`config.mk`:
```
export PLATFORM = sky130hd
export DESIGN_NAME = salru_set_update
export DESIGN_NICKNAME = d
export VERILOG_FILES = /design/src/salru_set_update.sv
export SDC_FILE = /design/constraint.sdc
export NUM_CORES = 1
export LEC_CHECK = 0
export BUFFER_PORTS_ARGS = -buffer_cell sky130_fd_sc_hd__buf_4
export CAP_MARGIN = 20
export CORE_AREA = 2 2 626 628
export DETAILED_ROUTE_END_ITERATION = 8
export DIE_AREA = 0 0 628 630
export SLEW_MARGIN = 30
export SYNTH_ARGS = -nofsm -noshare
export SYNTH_HDL_FRONTEND = slang
export SYNTH_SLANG_ARGS = --single-unit
```
`constraint.sdc`:
```
create_clock -name vclk -period 2.4
set_clock_uncertainty 0.15 [all_clocks]
set_input_delay 0 -clock vclk [all_inputs]
set_output_delay 0 -clock vclk [all_outputs]
set_load 0.1 [all_outputs]
```
`src/salru_set_update.sv`:
```
module salru_set_update #(
  parameter int unsigned WAYS  = 16,
  parameter int unsigned TAG_W = 49
) (
  input  logic [WAYS-1:0][TAG_W-1:0] row_in,
  input  logic [TAG_W-1:0]           tag,
  output logic [WAYS-1:0][TAG_W-1:0] row_out,
  output logic                       hit
);

  logic [WAYS-1:0] match;
  // seen[w]: some way below w already matched, so way w keeps its tag
  logic [WAYS-1:0] seen;

  always_comb begin
    for (int w = 0; w < WAYS; w++) begin
      match[w] = (row_in[w] == tag);
    end
    seen[0] = 1'b0;
    for (int w = 1; w < WAYS; w++) begin
      seen[w] = seen[w-1] | match[w-1];
    end
    hit = |match;
    row_out[0] = tag;
    for (int w = 1; w < WAYS; w++) begin
      row_out[w] = seen[w] ? row_in[w] : row_in[w-1];
    end
  end

endmodule

```
Yosys cells after proc, flatten, opt, wreduce, memory -nomap -nowiden
Index checks and enable logic that the tools add are counted.

word-level totals
  output and inout bits = 785
  bits in registers = 0
  word-level logic and storage cells = 46
  input port bits = 833

operators by class
  bitwise logic cells = 14
  eq/ne operators = 16
  muxes and demuxes = 15
  reductions and logical operators = 1

operators by type and width
  kind               count
  $eq A49 B49 Y1     16
  $mux W49           15
  $reduce_or A16 Y1  1
  $or A1 B1 Y1       14

Logic depth before layout (Yosys ltp)
  depth after elaboration = 16
  mapped depth = 12
  depth with buffers taken out = 7

Least setup slack after synthesis
Ideal clock, no wire load.

  path kind = input-to-output
  from = input tag[22]
  to = output row_out[479] (netlist bit)
  buffers on the path = 4
  stages = 11
  path slack = -0.385 ns
  data required time = 2.250 ns
  arrival time = 2.635 ns
  path through = buf_2 buf_4 xor2_1 nor4_1 nand4_1 nor4_4 nor3_4 nand4b_1 buf_6 buf_6 mux2_1

RTL lines
  item             line  source
  start, declared  6     input logic [TAG_W-1:0] tag,
  end, declared    7     output logic [WAYS-1:0][TAG_W-1:0] row_out,

==> results_dict.tcl <==
set metrics [dict create \
    period_share 1.51 \
    min_path_type "primary input to primary output" \
    vias 31200 \
    crit_type "primary input to primary output" \
    worst_setup_path_end_kind "primary output" \
    synth.top_cells.by_count "710 x xor2_1, 659 x mux2_2, 181 x nor4_1, 118 x buf_4, 87 x buf_2" \
    pre_cts_ws_ps -1980 \
    setup_viol 736 \
    drt_wl_total_microns 528000 \
    synth_nets 2869 \
    die_y_microns 630 \
    grt_pass1_wl_microns 601000 \
    vdd_drop_max_mv 0.164 \
    synth_largest_area_cell "mux2_2" \
    hpwl_microns 497000 \
    seq_cell_count 0 \
    crit_arrival_ps 3460 \
    core-area_sq_um 388000 \
    nets 5467 \
    worstPathRequired_ps 2250 \
    start_util 0.0477 \
    setup_tns_ps -736410 \
    cp-start-kind "primary input" \
    p_leak_nw 22.7 \
    antenna_found_initial 181 \
    relSlewSlack 0.488 \
    die-width_microns 628 \
    multi_input_area_sq_um 18900 \
    grt_max_degree 49 \
    synth_cells 2036 \
    synth_compound_area_frac 0.00196 \
    synthMuxAreaShare 0.447 \
    tightest_slew_ps 762 \
    drc_errors 0 \
    dp_cells 9789 \
    layout-drive-gt1-share 0.793 \
    ys_seq_area_frac 0 \
    layout.cells.non_filler 9893 \
    yosys.area_share.adder 0 \
    status "complete, but fails checks" \
    post_drt_wl_per_cell_microns 53.3 \
    worstSetupEndpoint "row_out[597]" \
    netlist_top_cells_area "mux2_2 40%, xor2_1 34%, nor4_1 6.1%" \
    dr.first_iter.drc_count 2703 \
    finalHoldViolCount 0 \
    fin_ws_ps -1210 \
    place_area_sq_um 49100 \
    num-clock-buffers 0 \
    final_antenna_net_count 0 \
    grt_pass1_vias 31700 \
    routed_via_density 3.15 \
    io_buffers 1618 \
    maxCapViolCount 0 \
    ys_types 25 \
    die-area_sq_um 396000 \
    io_pins 1618 \
    seqCellArea_sq_um 0 \
    gr-total-overflow 0 \
    period_needed_ps 3610 \
    synth.most_common_cell "xor2_1" \
    dr.pass1.iters 5 \
    rows 229 \
    slew_viol_final 0 \
    grt_usage 0.255 \
    synth_top_family_by_area "multiplexers" \
    cp_max_fo 8 \
    syn_avg_cell_area_sq_um 9.09 \
    fillCellCount 44400 \
    area_delta_synth_final_pct 182 \
    yosys.area_share.simple 0.0985 \
    fmax_mhz 277 \
    failed_checks "negative setup slack" \
    synth_xor_area_frac 0.371 \
    rsz0062_at_grt "true" \
    gp_congestion 0.940 \
    crit_start "tag[46]" \
    yosys_warnings 0 \
    syn-cell-area_sq_um 18500 \
    yosysTopAreaCellShare 0.401 \
    p_per_area_nw_per_um2 326 \
    final_area_sq_um 52100 \
]
[layer usage]
layer	share of wire	up-vias	global-route usage
met5	0.00060	-	0
met4	0.058	50	0.114
met3	0.090	572	0.0936
met2	0.50	2143	0.458
met1	0.35	16000	0.265
li1	-	12500	-
[worst min path at each step]
| stage | from | end | slack (ps) | depth (start not counted) |
|---|---|---|---|---|
| 2_1_floorplan | tag[0] | row_out[0] | 60 | 1 |
| 3_5_place_dp | tag[40] | row_out[40] | 200 | 2 |
| 5_1_grt | tag[40] | row_out[40] | 200 | 2 |
| 3_3_place_gp | tag[40] | row_out[40] | 200 | 2 |
| 4_1_cts | tag[40] | row_out[40] | 200 | 2 |
| 6_report | tag[40] | row_out[40] | 200 | 2 |
[through the flow]
stage / power, mW / hold WS, ps / util
2_1_floorplan: 7.34 / 61.5 / -
3_3_place_gp: 16.6 / 199 / 0.126
3_5_place_dp: 16.5 / 200 / 0.127
4_1_cts: 17.0 / 200 / 0.132
5_1_grt: 17.2 / 204 / 0.134
6_report: 17.0 / 200 / 0.134
[cells by family after synthesis]
logic type	count (synthesis)
buf+inv	224
mux	735
compound gates	2
simple gates	291
xor+xnor	784
[repair_timing]
item                                    in CTS  in global routing
hold buffers                                 0                  0
gates resized for setup                    375                122
buffers inserted                            27                  9
pin swaps                                   24                 43
gates cloned                                 6                  2
endpoints found under the setup margin     736                736
[report_power, final]
group | switching (mW) | internal [mW] | leakage, nW
sequential | 0 | 0 | 0
clock | 0 | 0.00000125 | 0.000406
combinational | 12.0 | 5.01 | 22.7
total | 12.0 | 5.01 | 22.7
[layout make-up]
| class | count | area share |
|---|---|---|
| multi-input cells | 1812 | 0.362 |
| diodes | 64 | 0.00307 |
| repair buffers | 2820 | 0.510 |
| well taps | 5197 | 0.125 |
[layout by cell type (no fill, tap or decap), drive strengths merged]
cell type  synthesis  routed
a2111oi            1       1
a31o               1       1
buf              221    2817
bufbuf             0       1
clkbuf             3       2
diode              0      64
mux2             735     735
nand2              2       2
nand2b             1       1
nand3             32      32
nand3b             1       1
nand4             45      45
nand4b             2       2
nor2               3       3
nor3              18      18
nor4             186     186
or2                1       1
xnor2             74      74
xor2             710     710
[critical path: stages]
cell       delay (ps)
buf_4             150
buf_6             290
xor2_1            390
buf_4             200
nor4_1             50
nand3_1           190
nor4_4             70
buf_4             150
a2111oi_4         410
buf_12            230
nand4_1           220
buf_12            240
buf_4             160
mux2_4            320
buf_4             240
(Power assumes the default switching activity.)
